**src/hdl/u8250_pkg.sv**
```systemverilog
// ----------------------------------------------------------------------------
// u8250_pkg
// Shared types and constants for the 8250 UART register model.
// ----------------------------------------------------------------------------
package u8250_pkg;

   localparam int RX_DEPTH_DEFAULT = 64;

   // word opcodes
   localparam logic [1:0] OP_READ    = 2'd0;
   localparam logic [1:0] OP_WRITE   = 2'd1;
   localparam logic [1:0] OP_HOST_RX = 2'd2;

   // register offsets
   localparam logic [2:0] REG_DATA = 3'd0;  // RBR / THR / DLL
   localparam logic [2:0] REG_IER  = 3'd1;  // IER / DLM
   localparam logic [2:0] REG_IIR  = 3'd2;  // IIR read, FCR write
   localparam logic [2:0] REG_LCR  = 3'd3;
   localparam logic [2:0] REG_MCR  = 3'd4;
   localparam logic [2:0] REG_LSR  = 3'd5;
   localparam logic [2:0] REG_MSR  = 3'd6;
   localparam logic [2:0] REG_SCR  = 3'd7;

   localparam int IER_W = 4;

   // bit positions and fixed values
   localparam int LCR_DLAB_BIT   = 7;
   localparam int MCR_LOOP_BIT   = 4;
   localparam int LSR_DR_BIT     = 0;
   localparam int LSR_THRE_BIT   = 5;
   localparam int LSR_TEMT_BIT   = 6;
   localparam int IER_RDI_BIT    = 0;
   localparam int IER_THRI_BIT   = 1;
   localparam int FCR_CLR_RX_BIT = 1;
   localparam int FCR_CLR_TX_BIT = 2;

   localparam logic [7:0] IIR_NONE   = 8'h01;
   localparam logic [7:0] IIR_THRI   = 8'h02;
   localparam logic [7:0] IIR_RDI    = 8'h04;
   localparam logic [7:0] IIR_TOP    = 8'hC0;
   localparam logic [7:0] MSR_FIXED  = 8'hB0;
   localparam logic [7:0] IER_MASK   = 8'h0F;
   localparam logic [7:0] MCR_RESET  = 8'h08;
   localparam logic [7:0] LSR_RESET  = 8'h60;

   typedef struct packed {
      logic [1:0] opcode;
      logic [2:0] reg_offset;
      logic [7:0] write_data;
      logic [7:0] host_byte;
   } req_type;

   typedef struct packed {
      logic [7:0] read_data;
      logic       irq_line;
      logic       tx_valid;
      logic [7:0] tx_byte;
      logic       host_accepted;
   } rsp_type;

endpackage

```
**src/hdl/u8250_ram.sv**
```systemverilog
// ----------------------------------------------------------------------------
// u8250_ram
// Generic single-write, single-read RAM with registered read data.
// ----------------------------------------------------------------------------
module u8250_ram #(
   parameter int WIDTH = 8,
   parameter int DEPTH = 64,
   localparam int ADDR_W = (DEPTH > 1) ? $clog2(DEPTH) : 1
) (
   input  logic              clock,
   input  logic              wr_en,
   input  logic [ADDR_W-1:0] wr_addr,
   input  logic [WIDTH-1:0]  wr_data,
   input  logic [ADDR_W-1:0] rd_addr,
   output logic [WIDTH-1:0]  rd_data
);

   logic [WIDTH-1:0] mem [DEPTH];

   always_ff @(posedge clock) begin
      if (wr_en) begin
         mem[wr_addr] <= wr_data;
      end
      rd_data <= mem[rd_addr];
   end

endmodule

```
**src/hdl/uart_8250_register_model_core.sv**
```systemverilog
// ----------------------------------------------------------------------------
// uart_8250_register_model_core
// 8250 UART register model: guest register access, host receive bytes.
// ----------------------------------------------------------------------------
// The block takes one word per clock while req_ready is high and returns one
// result word per word, in order. A word accepted into the input register is
// decoded there and applied to the register file once the output register is
// free or being taken; its result is then held in the output register.
// While a result waits, the input register still takes one
// word, and then req_ready drops until the result is taken.
// The receive buffer sits in a RAM with registered read; the byte at the
// read index is fetched ahead from the next read index (with a bypass when it
// was just written), which lets a receive read return it without waiting.
// The buffer needs no clearing after reset: only written entries are read.
module uart_8250_register_model_core
   import u8250_pkg::*;
#(
   parameter int RX_DEPTH = RX_DEPTH_DEFAULT
) (
   input  logic    clock,
   input  logic    reset,
   input  logic    req_valid,
   output logic    req_ready,
   input  req_type req_data,
   output logic    rsp_valid,
   input  logic    rsp_ready,
   output rsp_type rsp_data
);

   localparam int IDX_W = (RX_DEPTH > 1) ? $clog2(RX_DEPTH) : 1;
   localparam int CNT_W = $clog2(RX_DEPTH + 1);

   // input and output stages
   req_type req_ff;
   logic    in_valid_ff, in_valid_in;
   rsp_type rsp_ff, rsp_in;
   logic    rsp_valid_ff, rsp_valid_in;
   logic    fire;

   // register file
   logic [7:0]       dll_ff, dll_in;
   logic [7:0]       dlm_ff, dlm_in;
   logic [IER_W-1:0] ier_ff, ier_in;
   logic [7:0]       fcr_ff, fcr_in;
   logic [7:0]       lcr_ff, lcr_in;
   logic [7:0]       mcr_ff, mcr_in;
   logic [7:0]       lsr_ff, lsr_in;
   logic [7:0]       scr_ff, scr_in;
   logic [7:0]       iir_ff, iir_in;
   logic [CNT_W-1:0] rx_cnt_ff, rx_cnt_in;
   logic [IDX_W-1:0] rx_idx_ff, rx_idx_in;

   // receive RAM and head-byte bypass
   logic             ram_we;
   logic [IDX_W-1:0] ram_waddr;
   logic [7:0]       ram_wdata;
   logic [7:0]       ram_rdata;
   logic             byp_ff, byp_in;
   logic [7:0]       byp_data_ff;
   logic [7:0]       rx_head;

   assign fire      = in_valid_ff && (!rsp_valid_ff || rsp_ready);
   assign req_ready = !in_valid_ff || fire;
   assign rsp_valid = rsp_valid_ff;
   assign rsp_data  = rsp_ff;
   assign rx_head   = byp_ff ? byp_data_ff : ram_rdata;

   always_comb begin
      in_valid_in = in_valid_ff;
      if (req_valid && req_ready) begin
         in_valid_in = 1'b1;
      end else if (fire) begin
         in_valid_in = 1'b0;
      end
      rsp_valid_in = rsp_valid_ff;
      if (fire) begin
         rsp_valid_in = 1'b1;
      end else if (rsp_ready) begin
         rsp_valid_in = 1'b0;
      end
   end

   // register update for the word in the input stage
   always_comb begin
      logic             dlab;
      logic             loop;
      logic [CNT_W-1:0] idx_next;
      logic [7:0]       pend;

      dll_in    = dll_ff;
      dlm_in    = dlm_ff;
      ier_in    = ier_ff;
      fcr_in    = fcr_ff;
      lcr_in    = lcr_ff;
      mcr_in    = mcr_ff;
      lsr_in    = lsr_ff;
      scr_in    = scr_ff;
      iir_in    = iir_ff;
      rx_cnt_in = rx_cnt_ff;
      rx_idx_in = rx_idx_ff;
      rsp_in    = '0;
      ram_we    = 1'b0;
      ram_waddr = rx_cnt_ff[IDX_W-1:0];
      ram_wdata = req_ff.write_data;
      dlab      = lcr_ff[LCR_DLAB_BIT];
      loop      = mcr_ff[MCR_LOOP_BIT];
      idx_next  = CNT_W'(rx_idx_ff) + CNT_W'(1);
      pend      = '0;

      if (fire) begin
         case (req_ff.opcode)
            OP_READ: begin
               unique case (req_ff.reg_offset)
                  REG_DATA: begin
                     if (dlab) begin
                        rsp_in.read_data = dll_ff;
                     end else if (CNT_W'(rx_idx_ff) < rx_cnt_ff) begin
                        rsp_in.read_data = rx_head;
                        if (idx_next == rx_cnt_ff) begin
                           lsr_in[LSR_DR_BIT] = 1'b0;
                           rx_cnt_in = '0;
                           rx_idx_in = '0;
                        end else begin
                           rx_idx_in = idx_next[IDX_W-1:0];
                        end
                     end
                  end
                  REG_IER: rsp_in.read_data = dlab ? dlm_ff : {{(8-IER_W){1'b0}}, ier_ff};
                  REG_IIR: rsp_in.read_data = iir_ff | IIR_TOP;
                  REG_LCR: rsp_in.read_data = lcr_ff;
                  REG_MCR: rsp_in.read_data = mcr_ff;
                  REG_LSR: rsp_in.read_data = lsr_ff;
                  REG_MSR: rsp_in.read_data = MSR_FIXED;
                  REG_SCR: rsp_in.read_data = scr_ff;
                  default: rsp_in.read_data = '0;
               endcase
            end
            OP_WRITE: begin
               unique case (req_ff.reg_offset)
                  REG_DATA: begin
                     if (dlab) begin
                        dll_in = req_ff.write_data;
                     end else if (loop) begin
                        // loopback byte is dropped on a full buffer
                        if (rx_cnt_ff < CNT_W'(RX_DEPTH)) begin
                           ram_we             = 1'b1;
                           rx_cnt_in          = rx_cnt_ff + CNT_W'(1);
                           lsr_in[LSR_DR_BIT] = 1'b1;
                        end
                     end else begin
                        rsp_in.tx_valid      = 1'b1;
                        rsp_in.tx_byte       = req_ff.write_data;
                        lsr_in[LSR_TEMT_BIT] = 1'b1;
                        lsr_in[LSR_THRE_BIT] = 1'b1;
                     end
                  end
                  REG_IER: begin
                     if (dlab) begin
                        dlm_in = req_ff.write_data;
                     end else begin
                        ier_in = IER_W'(req_ff.write_data & IER_MASK);
                     end
                  end
                  REG_IIR: fcr_in = req_ff.write_data;
                  REG_LCR: lcr_in = req_ff.write_data;
                  REG_MCR: mcr_in = req_ff.write_data;
                  REG_SCR: scr_in = req_ff.write_data;
                  default: ;
               endcase
            end
            OP_HOST_RX: begin
               // refused during loopback, mid-batch or when full
               if (!loop && rx_idx_ff == '0 && rx_cnt_ff < CNT_W'(RX_DEPTH)) begin
                  ram_we               = 1'b1;
                  ram_wdata            = req_ff.host_byte;
                  rx_cnt_in            = rx_cnt_ff + CNT_W'(1);
                  lsr_in[LSR_DR_BIT]   = 1'b1;
                  rsp_in.host_accepted = 1'b1;
               end
            end
            default: ;
         endcase

         // FCR clear bits act once and self-clear
         if (fcr_in[FCR_CLR_RX_BIT]) begin
            fcr_in[FCR_CLR_RX_BIT] = 1'b0;
            rx_cnt_in              = '0;
            rx_idx_in              = '0;
            lsr_in[LSR_DR_BIT]     = 1'b0;
         end
         if (fcr_in[FCR_CLR_TX_BIT]) begin
            fcr_in[FCR_CLR_TX_BIT] = 1'b0;
            lsr_in[LSR_TEMT_BIT]   = 1'b1;
            lsr_in[LSR_THRE_BIT]   = 1'b1;
         end
         if (ier_in[IER_RDI_BIT] && lsr_in[LSR_DR_BIT]) begin
            pend = pend | IIR_RDI;
         end
         if (ier_in[IER_THRI_BIT] && lsr_in[LSR_TEMT_BIT]) begin
            pend = pend | IIR_THRI;
         end
         iir_in          = (pend != '0) ? pend : IIR_NONE;
         rsp_in.irq_line = (pend != '0);
         if (!ier_in[IER_THRI_BIT]) begin
            lsr_in[LSR_TEMT_BIT] = 1'b1;
            lsr_in[LSR_THRE_BIT] = 1'b1;
         end
      end
   end

   // a byte written where the next head is read comes through the bypass
   assign byp_in = ram_we && (ram_waddr == rx_idx_in);

   u8250_ram #(
      .WIDTH(8),
      .DEPTH(RX_DEPTH)
   ) u_rx_ram (
      .clock  (clock),
      .wr_en  (ram_we),
      .wr_addr(ram_waddr),
      .wr_data(ram_wdata),
      .rd_addr(rx_idx_in),
      .rd_data(ram_rdata)
   );

   always_ff @(posedge clock) begin
      if (reset) begin
         in_valid_ff  <= 1'b0;
         rsp_valid_ff <= 1'b0;
         byp_ff       <= 1'b0;
         dll_ff       <= '0;
         dlm_ff       <= '0;
         ier_ff       <= '0;
         fcr_ff       <= '0;
         lcr_ff       <= '0;
         mcr_ff       <= MCR_RESET;
         lsr_ff       <= LSR_RESET;
         scr_ff       <= '0;
         iir_ff       <= IIR_NONE;
         rx_cnt_ff    <= '0;
         rx_idx_ff    <= '0;
      end else begin
         in_valid_ff  <= in_valid_in;
         rsp_valid_ff <= rsp_valid_in;
         byp_ff       <= byp_in;
         dll_ff       <= dll_in;
         dlm_ff       <= dlm_in;
         ier_ff       <= ier_in;
         fcr_ff       <= fcr_in;
         lcr_ff       <= lcr_in;
         mcr_ff       <= mcr_in;
         lsr_ff       <= lsr_in;
         scr_ff       <= scr_in;
         iir_ff       <= iir_in;
         rx_cnt_ff    <= rx_cnt_in;
         rx_idx_ff    <= rx_idx_in;
      end
   end

   // payload registers
   always_ff @(posedge clock) begin
      if (req_valid && req_ready) begin
         req_ff <= req_data;
      end
      if (fire) begin
         rsp_ff <= rsp_in;
      end
      byp_data_ff <= ram_wdata;
   end

endmodule
```
**config.mk**
```make
export PLATFORM = sky130hd
export DESIGN_NAME = uart_8250_register_model_core
export DESIGN_NICKNAME = d
export VERILOG_FILES = /design/src/hdl/u8250_pkg.sv /design/src/hdl/u8250_ram.sv /design/src/hdl/uart_8250_register_model_core.sv
export SDC_FILE = /design/constraint.sdc
export NUM_CORES = 1
export LEC_CHECK = 0
export BUFFER_PORTS_ARGS = -buffer_cell sky130_fd_sc_hd__buf_2
export CORE_ASPECT_RATIO = 1.75
export CORE_MARGIN = 2
export CORE_UTILIZATION = 35
export CTS_CLUSTER_DIAMETER = 30
export DETAILED_ROUTE_END_ITERATION = 8
export PLACE_DENSITY = 0.55
export SLEW_MARGIN = 40
export SYNTH_ARGS = -nofsm -noshare
export SYNTH_HDL_FRONTEND = slang
export SYNTH_SLANG_ARGS = --single-unit
```
**constraint.sdc**
```tcl
create_clock -name clock -period 10.46 [get_ports clock]
set_input_delay 0.523 -clock clock [delete_from_list [all_inputs] [get_ports clock]]
set_output_delay 0.523 -clock clock [all_outputs]
set_load 0.005 [all_outputs]
```
==> results of run 1 <==
==> kinds of logic (layout without fill, tap and decap cells) <==
kind of cell               Yosys count  in the layout
AOI/OAI and AO/OA                  201            201
xor gates and xnor gates            16             16
adders and majority gates           13             13
buffers and inverters              121            247
DFF                                634            634
muxes                              283            283
and+or+nand+nor                    551            551
==> worst max-delay path, delay by kind of cell, from the launching register on <==
family          cells  cell delay (ns)
simple gates        5             1.97
compound gates      6             1.70
buf+inv             2             0.85
flops               1             0.52
fa+ha+maj           1             0.35
==> per-layer routing <==
layer	wire length, um	vias up	global-route usage
met5	0	-	0
met4	4610	0	0.115
met3	3450	168	0.0313
met2	38000	530	0.337
met1	25100	7806	0.192
li1	-	7019	-
==> flip-flops by register name (all words and copies together), names as in the netlist <==
name	flops
rsp_valid	1
u_rx_ram.rd_data	8
rsp_data	19
dll_ff	8
byp_ff	1
in_valid_ff	1
iir_ff	3
scr_ff	8
ier_ff	4
rx_cnt_ff	7
lsr_ff	3
dlm_ff	8
u_rx_ram.mem	512
req_ff	21
lcr_ff	8
byp_data_ff	8
rx_idx_ff	6
mcr_ff	8
==> how the worst max path moves through the flow <==
stage	end	slack, ns	cells past startpoint
3_3_place_gp	u_rx_ram.rd_data[3]$_DFF_P_	4.94	14
4_1_cts	u_rx_ram.rd_data[3]$_DFF_P_	4.96	14
5_1_grt	u_rx_ram.rd_data[3]$_DFF_P_	4.69	14
2_1_floorplan	u_rx_ram.rd_data[6]$_DFF_P_	6.79	19
6_report	u_rx_ram.rd_data[2]$_DFF_P_	4.95	14
3_5_place_dp	u_rx_ram.rd_data[3]$_DFF_P_	4.85	14
==> power by group through the flow <==
stage / combinational (mW) / sequential, mW / clock [mW]
floorplan: 0.108 / 2.83 / 0
global placement: 0.185 / 2.85 / 0
detailed placement: 0.189 / 2.85 / 0
CTS: 0.191 / 2.80 / 2.92
global route: 0.203 / 2.80 / 3.02
finish: 0.190 / 2.80 / 2.87
==> metrics by stage <==
step                setup WS [ns]  cell area [sq um]
floorplan                    6.79              26200
global placement             4.94              27300
detailed placement           4.85              27400
CTS                          4.96              30200
global route                 4.69              30300
finish                       4.95              30300
==> cell usage in the layout, fill, tap and decap left out, types with 8 or more instances in the layout <==
master	count
a211oi_1	23
a21boi_0	12
a21oi_1	34
a221oi_1	16
a22o_1	11
a22oi_1	8
a311oi_1	9
a31oi_1	14
and2_1	11
and3_1	11
buf_2	45
buf_4	23
clkbuf_16	86
clkinv_1	13
clkinv_4	10
clkinvlp_4	8
dfxtp_1	82
edfxtp_1	552
ha_1	13
inv_1	12
inv_6	15
mux2_2	30
mux2i_1	234
mux4_2	19
nand2_1	194
nand3_1	103
nor2_1	131
nor2_2	32
nor3_1	12
nor3b_1	10
nor4_1	8
o21ai_0	14
o21ai_1	8
o22ai_1	11
xnor2_1	12
==> cell type report <==
cell class,instances,area share
repair buffers,74,0.0166
multi-input cells,1064,0.248
clock buffers,91,0.0716
inverters,17,0.00211
clock inverters,65,0.0220
well taps,938,0.0387
flip-flops and latches,634,0.601
==> results.json, run 1 <==
{
  "via_per_inst": 5.38,
  "syn_avg_cell_area_sq_um": 14.4,
  "final_nets": 1913,
  "maxCapViolations": 0,
  "synthTopCellsByArea": "edfxtp_1 (63%), mux2i_1 (8.9%), dfxtp_1 (6.3%)",
  "ant_nets": 0,
  "synth_common_cells": "edfxtp_1 (552), mux2i_1 (234), nand2_1 (195)",
  "instances_no_fill": 2883,
  "grt_first_pass_wirelength_mm": 104,
  "cp-start-kind": "flop",
  "p_per_area_nw_per_um2": 193,
  "total_power_mw": 5.86,
  "worstMarginPinSlew_ns": 0.868,
  "crit_start": "rx_cnt_ff[4]$_SDFFE_PP0P_",
  "crit_path_max_incr_delay_ns": 0.67,
  "cts.repair.resized": 0,
  "outcome": "complete, no violations",
  "ys_types": 73,
  "synth_nets": 1857,
  "combPwrFrac": 0.032,
  "groute.usage.overall": 0.184,
  "overflow": 0,
  "seq_power_share": 0.477,
  "wl_mm": 71.1,
  "period_minus_slack_ns": 5.51,
  "slew_headroom": 0.415,
  "utilization": 0.410,
  "drive_above_1_share": 0.167,
  "ctsHoldBuffers": 0,
  "grt_pass1_vias": 15900,
  "ys_seq_elements": 634,
  "post-route-period-util": 0.527,
  "vias": 15500,
  "synth-xor-area-share": 0.00535,
  "fmax_mhz": 181,
  "cp.required_ns": 11.04,
  "place.gp.congestion": 0.889,
  "core_sq_um": 74000,
  "clock_latency_ns": 0.63,
  "synth_top_area_cell": "edfxtp_1",
  "p_int_mw": 4.54,
  "min-delay-start": "req_data[5]",
  "synthMuxAreaShare": 0.119,
  "die_area_sq_um": 77100,
  "syn_area_sq_um": 26200,
  "cts_sinks": 634,
  "p_leak_nw": 10.4,
  "finClkSkew_ns": 0.0219,
  "cp_slowest_cell": "buf_4",
  "cts_buffers": 84,
  "cts_tree": "built",
  "r2r_end": "u_rx_ram.rd_data[2]$_DFF_P_",
  "drtPass1Iterations": 6,
  "endpoint_kind": "flop",
  "cts_buffer_depth": 3,
  "async_flop_share": 0,
  "antenna_cells": 0,
  "ff_latch_area_sq_um": 18200,
  "switchingPower_mw": 1.32,
  "synth-main-ff-cell": "edfxtp_1",
  "ios": 46,
  "area_growth_pct": 15.7,
  "critical_path_class": "flop to flop",
  "hold_depth": 1,
  "detail_route.iter0.violations": 1137,
  "synthSimpleGateAreaFrac": 0.0950,
  "irDropWorstVdd_mv": 0.107,
  "htree_num_levels": 3,
  "slew_viol_final": 0,
  "cp.arrival_ns": 6.09,
  "synth.most_common_cell": "edfxtp_1",
  "synthAdderAreaFrac": 0.00621,
  "path_clk_slew_ns": 0.06,
  "postCtsSetupBuffers": 0,
  "crit_chain": "inv_1 > ha_1 > a21o_1 > a21oi_1 > nor2_1 > or3_1 > nor3_4 > or2_4 > buf_4 > a211oi_1 > a311oi_1 > a31oi_1 > o21ai_1 > and3_1",
  "wl_per_cell_um": 24.7,
  "r2r_start": "rx_cnt_ff[4]$_SDFFE_PP0P_",
  "synth_warnings": 0,
  "root_buffer": "clkbuf_16",
  "rsz0062_at_grt": "no",
  "p_sw_frac": 0.225,
  "hold_ws_ns": 0.0767,
  "antenna_found_initial": 0,
  "crit_fanout": 55,
  "hold_violations": 0,
  "multiInputGateArea_sq_um": 7510,
  "die_w_um": 211,
  "setup_viol": 0,
  "start_util": 0.354,
  "drcViolationCount": 0,
  "rr_worst_depth": 14,
  "io_buffers": 45,
  "die_h_um": 366,
  "hold_path_end": "req_ff[5]$_DFFE_PP_",
  "fp-row-count": 132,
  "post-place-cells": 2725,
  "setup-tns-final_ns": 0,
  "synth-edff-count": 552,
  "synth_top_family_by_area": "multiplexers",
  "r2r_slack_ns": 4.95,
  "syn_inst": 1819,
  "synth_top_area_frac": 0.633,
  "hold_path.class": "input pin to flop",
  "yosysSeqAreaShare": 0.695,
  "clockPowerShare": 0.490,
  "synth-compound-area-share": 0.0556,
  "nFillCells": 6721,
  "grt_max_degree": 66,
  "hpwl_mm": 46.3
}
No activity file was read; power rests on OpenSTA's default activity.
==> run 2, diff against run 1 <==
- ABC_AREA: not set -> 1
- PLACE_DENSITY: 0.55 -> 0.57
- clock period: 10.46 -> 4.9 ns (I/O delays scaled with it)
==> run 2 against run 1 <==
Clock power is 120% higher. Non-clock buffer count is 70 higher. Die area is 7.2% higher. Hold slack better by 0.23 ns. First-iteration DRC count is 69% higher. Synthesized cell count is 48% higher. Core utilization is 0.36 points higher. Clock-buffer cell count is 2 lower. Flip-flop and latch count stayed put. Via count is 31% higher. Design area is 8.7% higher. Critical endpoint is now u_rx_ram.rd_data[7]$_DFF_P_.
==> results.json, run 2 <==
{
  "nFillCells": 7482,
  "cp.arrival_ns": 4.82,
  "core_sq_um": 79700,
  "ys_seq_elements": 634,
  "yosysSeqAreaShare": 0.648,
  "cp-start-kind": "flop",
  "crit_start": "rx_idx_ff[0]$_SDFF_PP0_",
  "rsz0062_at_grt": "no",
  "crit_path_max_incr_delay_ns": 0.51,
  "drive_above_1_share": 0.112,
  "synth.most_common_cell": "nand3_1",
  "die_area_sq_um": 82700,
  "drcViolationCount": 0,
  "start_util": 0.353,
  "p_per_area_nw_per_um2": 386,
  "instances_no_fill": 3889,
  "worstMarginPinSlew_ns": 0.873,
  "largest_reg_flops": 512,
  "hold_ws_ns": 0.308,
  "final_nets": 2814,
  "synth-main-ff-cell": "edfxtp_1",
  "final_common_cell": "nand3_1",
  "cp_slowest_cell": "dfxtp_1",
  "die_w_um": 218,
  "final_cell_mix": "nand3_1 (559), edfxtp_1 (552), nand2_1 (441), inv_1 (378), nand3b_1 (161)",
  "cts.repair.resized": 0,
  "synth-edff-count": 552,
  "crit_end": "u_rx_ram.rd_data[7]$_DFF_P_",
  "synth_nets": 2732,
  "cp.depth": 21,
  "grt_pass1_vias": 20400,
  "slew_headroom": 0.416,
  "cts_buffer_depth": 3,
  "syn_area_sq_um": 28100,
  "slew_viol_final": 0,
  "synth_top_area_cell": "edfxtp_1",
  "rr_worst_depth": 21,
  "synth_warnings": 0,
  "wl_mm": 84.8,
  "cts_buffers": 83,
  "crit_fanout": 76,
  "vias": 20300,
  "synthTopCellsByArea": "edfxtp_1 (59%), nand3_1 (10%), nand2_1 (5.9%)",
  "hpwl_mm": 54.6,
  "critical_path_class": "flop to flop",
  "drtPass1Iterations": 6,
  "setup_viol": 0,
  "path_clk_slew_ns": 0.06,
  "fmax_mhz": 233,
  "place.gp.congestion": 0.934,
  "p_leak_nw": 12.7,
  "irDropWorstVdd_mv": 0.306,
  "r2r_slack_ns": 0.61,
  "outcome": "complete, no violations",
  "grt_first_pass_wirelength_mm": 126,
  "hold_violations": 0,
  "setup-tns-final_ns": 0,
  "max_flop_register": "u_rx_ram.mem",
  "via_per_inst": 5.21,
  "endpoint_kind": "flop",
  "finClkSkew_ns": 0.0265,
  "period_minus_slack_ns": 4.29,
  "ant_nets": 0,
  "synth_top_area_frac": 0.590,
  "post-route-period-util": 0.876,
  "htree_num_levels": 3,
  "crit_chain": "inv_2 > ha_1 > nand2_1 > nand2_1 > nor2_1 > nand3_1 > nor2_1 > nand3_2 > nand2_1 > nand2_1 > nand2_4 > nand2_8 > inv_2 > buf_12 > nand2_1 > nand3_1 > nand3_1 > nand3_1 > nand3_1 > nand3_1 > nand2_1",
  "area_growth_pct": 17.1,
  "total_power_mw": 12.7,
  "antenna_cells": 0,
  "cts_sinks": 634,
  "wl_per_cell_um": 21.8,
  "syn_avg_cell_area_sq_um": 10.4,
  "async_flop_share": 0,
  "r2r_end": "u_rx_ram.rd_data[7]$_DFF_P_",
  "post-place-cells": 3705,
  "path_delay_family": "simple AND/OR/NAND/NOR gates",
  "worst-path-buf-inv": 3,
  "clock_latency_ns": 0.66,
  "cp.required_ns": 5.43,
  "detail_route.iter0.violations": 1916,
  "antenna_found_initial": 0,
  "synth_common_cells": "nand3_1 (560), edfxtp_1 (552), nand2_1 (444)",
  "groute.usage.overall": 0.206,
  "fp-row-count": 137,
  "r2r_start": "rx_idx_ff[0]$_SDFF_PP0_",
  "ys_types": 45,
  "cts_tree": "built",
  "overflow": 0,
  "die_h_um": 379,
  "ios": 46,
  "hold_path.class": "input pin to flop",
  "syn_inst": 2694,
  "maxCapViolations": 0,
  "grt_max_degree": 131,
  "root_buffer": "clkbuf_16",
  "io_buffers": 45
}
-- run 2: how the worst min path moves through the flow --
stage                  from                      to  slack, ns  depth (start not counted)
3_3_place_gp   req_data[17]    req_ff[17]$_DFFE_PP_       0.43                          1
6_report       req_data[19]    req_ff[19]$_DFFE_PP_       0.31                          2
4_1_cts        req_data[19]    req_ff[19]$_DFFE_PP_       0.29                          2
3_5_place_dp   req_data[18]    req_ff[18]$_DFFE_PP_       0.42                          1
5_1_grt        req_data[19]    req_ff[19]$_DFFE_PP_       0.30                          2
2_1_floorplan         reset  ier_ff[1]$_SDFFE_PP0P_       0.32                          1
-- run 2: per-stage QoR --
step	instance area (sq um)	setup WS (ns)	util
5_1_grt	32900	0.513	0.413
4_1_cts	32900	0.647	0.413
6_report	32900	0.609	0.413
2_1_floorplan	28100	0.462	-
3_5_place_dp	29700	0.652	0.373
3_3_place_gp	29600	0.441	0.372
-- run 2: power by group --
| part | switching, mW | leakage (nW) | internal (mW) |
|---|---|---|---|
| clock network | 2.71 | 1.40 | 3.49 |
| logic | 0.418 | 5.65 | 0.154 |
| registers | 0.0231 | 5.66 | 5.92 |
| total | 3.15 | 12.7 | 9.57 |
-- run 2: layout make-up --
type                    count  area (sq um)  share of cell area
clock buffers              89          2120              0.0643
clock inverters            67           768              0.0233
inverters                 397          1490              0.0452
multi-input cells        1516          7810               0.237
flip-flops and latches    634         18200               0.553
well taps                1042          1300              0.0396
repair buffers            144          1230              0.0373
-- run 2: timing repair --
| item | CTS | global route |
|---|---|---|
| hold buffers | 25 | 0 |
| setup buffers | 0 | 0 |
| hold endpoints to repair | 25 | 0 |
-- run 2: routing by layer --
metal / GRT usage / vias to the layer above / share of wire
li1: - / 9383 / -
met3: 0.0328 / 239 / 0.054
met2: 0.380 / 819 / 0.53
met5: 0 / - / 0
met4: 0.142 / 0 / 0.071
met1: 0.210 / 9817 / 0.34
-- run 2: cell families after synthesis --
group | Yosys count | synth area share
buffers and inverters | 544 | 0.0814
AO/OA/AOI/OAI | 177 | 0.0359
XOR/XNOR | 1 | 0.000312
flip-flops | 634 | 0.648
multiplexers | 7 | 0.00249
adder cells (fa/ha/maj) | 13 | 0.00578
AND/OR/NAND/NOR | 1318 | 0.226
-- run 2: worst reg2reg max path, delay by kind of cell (launching register included) --
family | cells | cell delay, ns
and+or+nand+nor | 17 | 2.51
DFF | 1 | 0.51
adders and majority gates | 1 | 0.43
buffers and inverters | 3 | 0.71
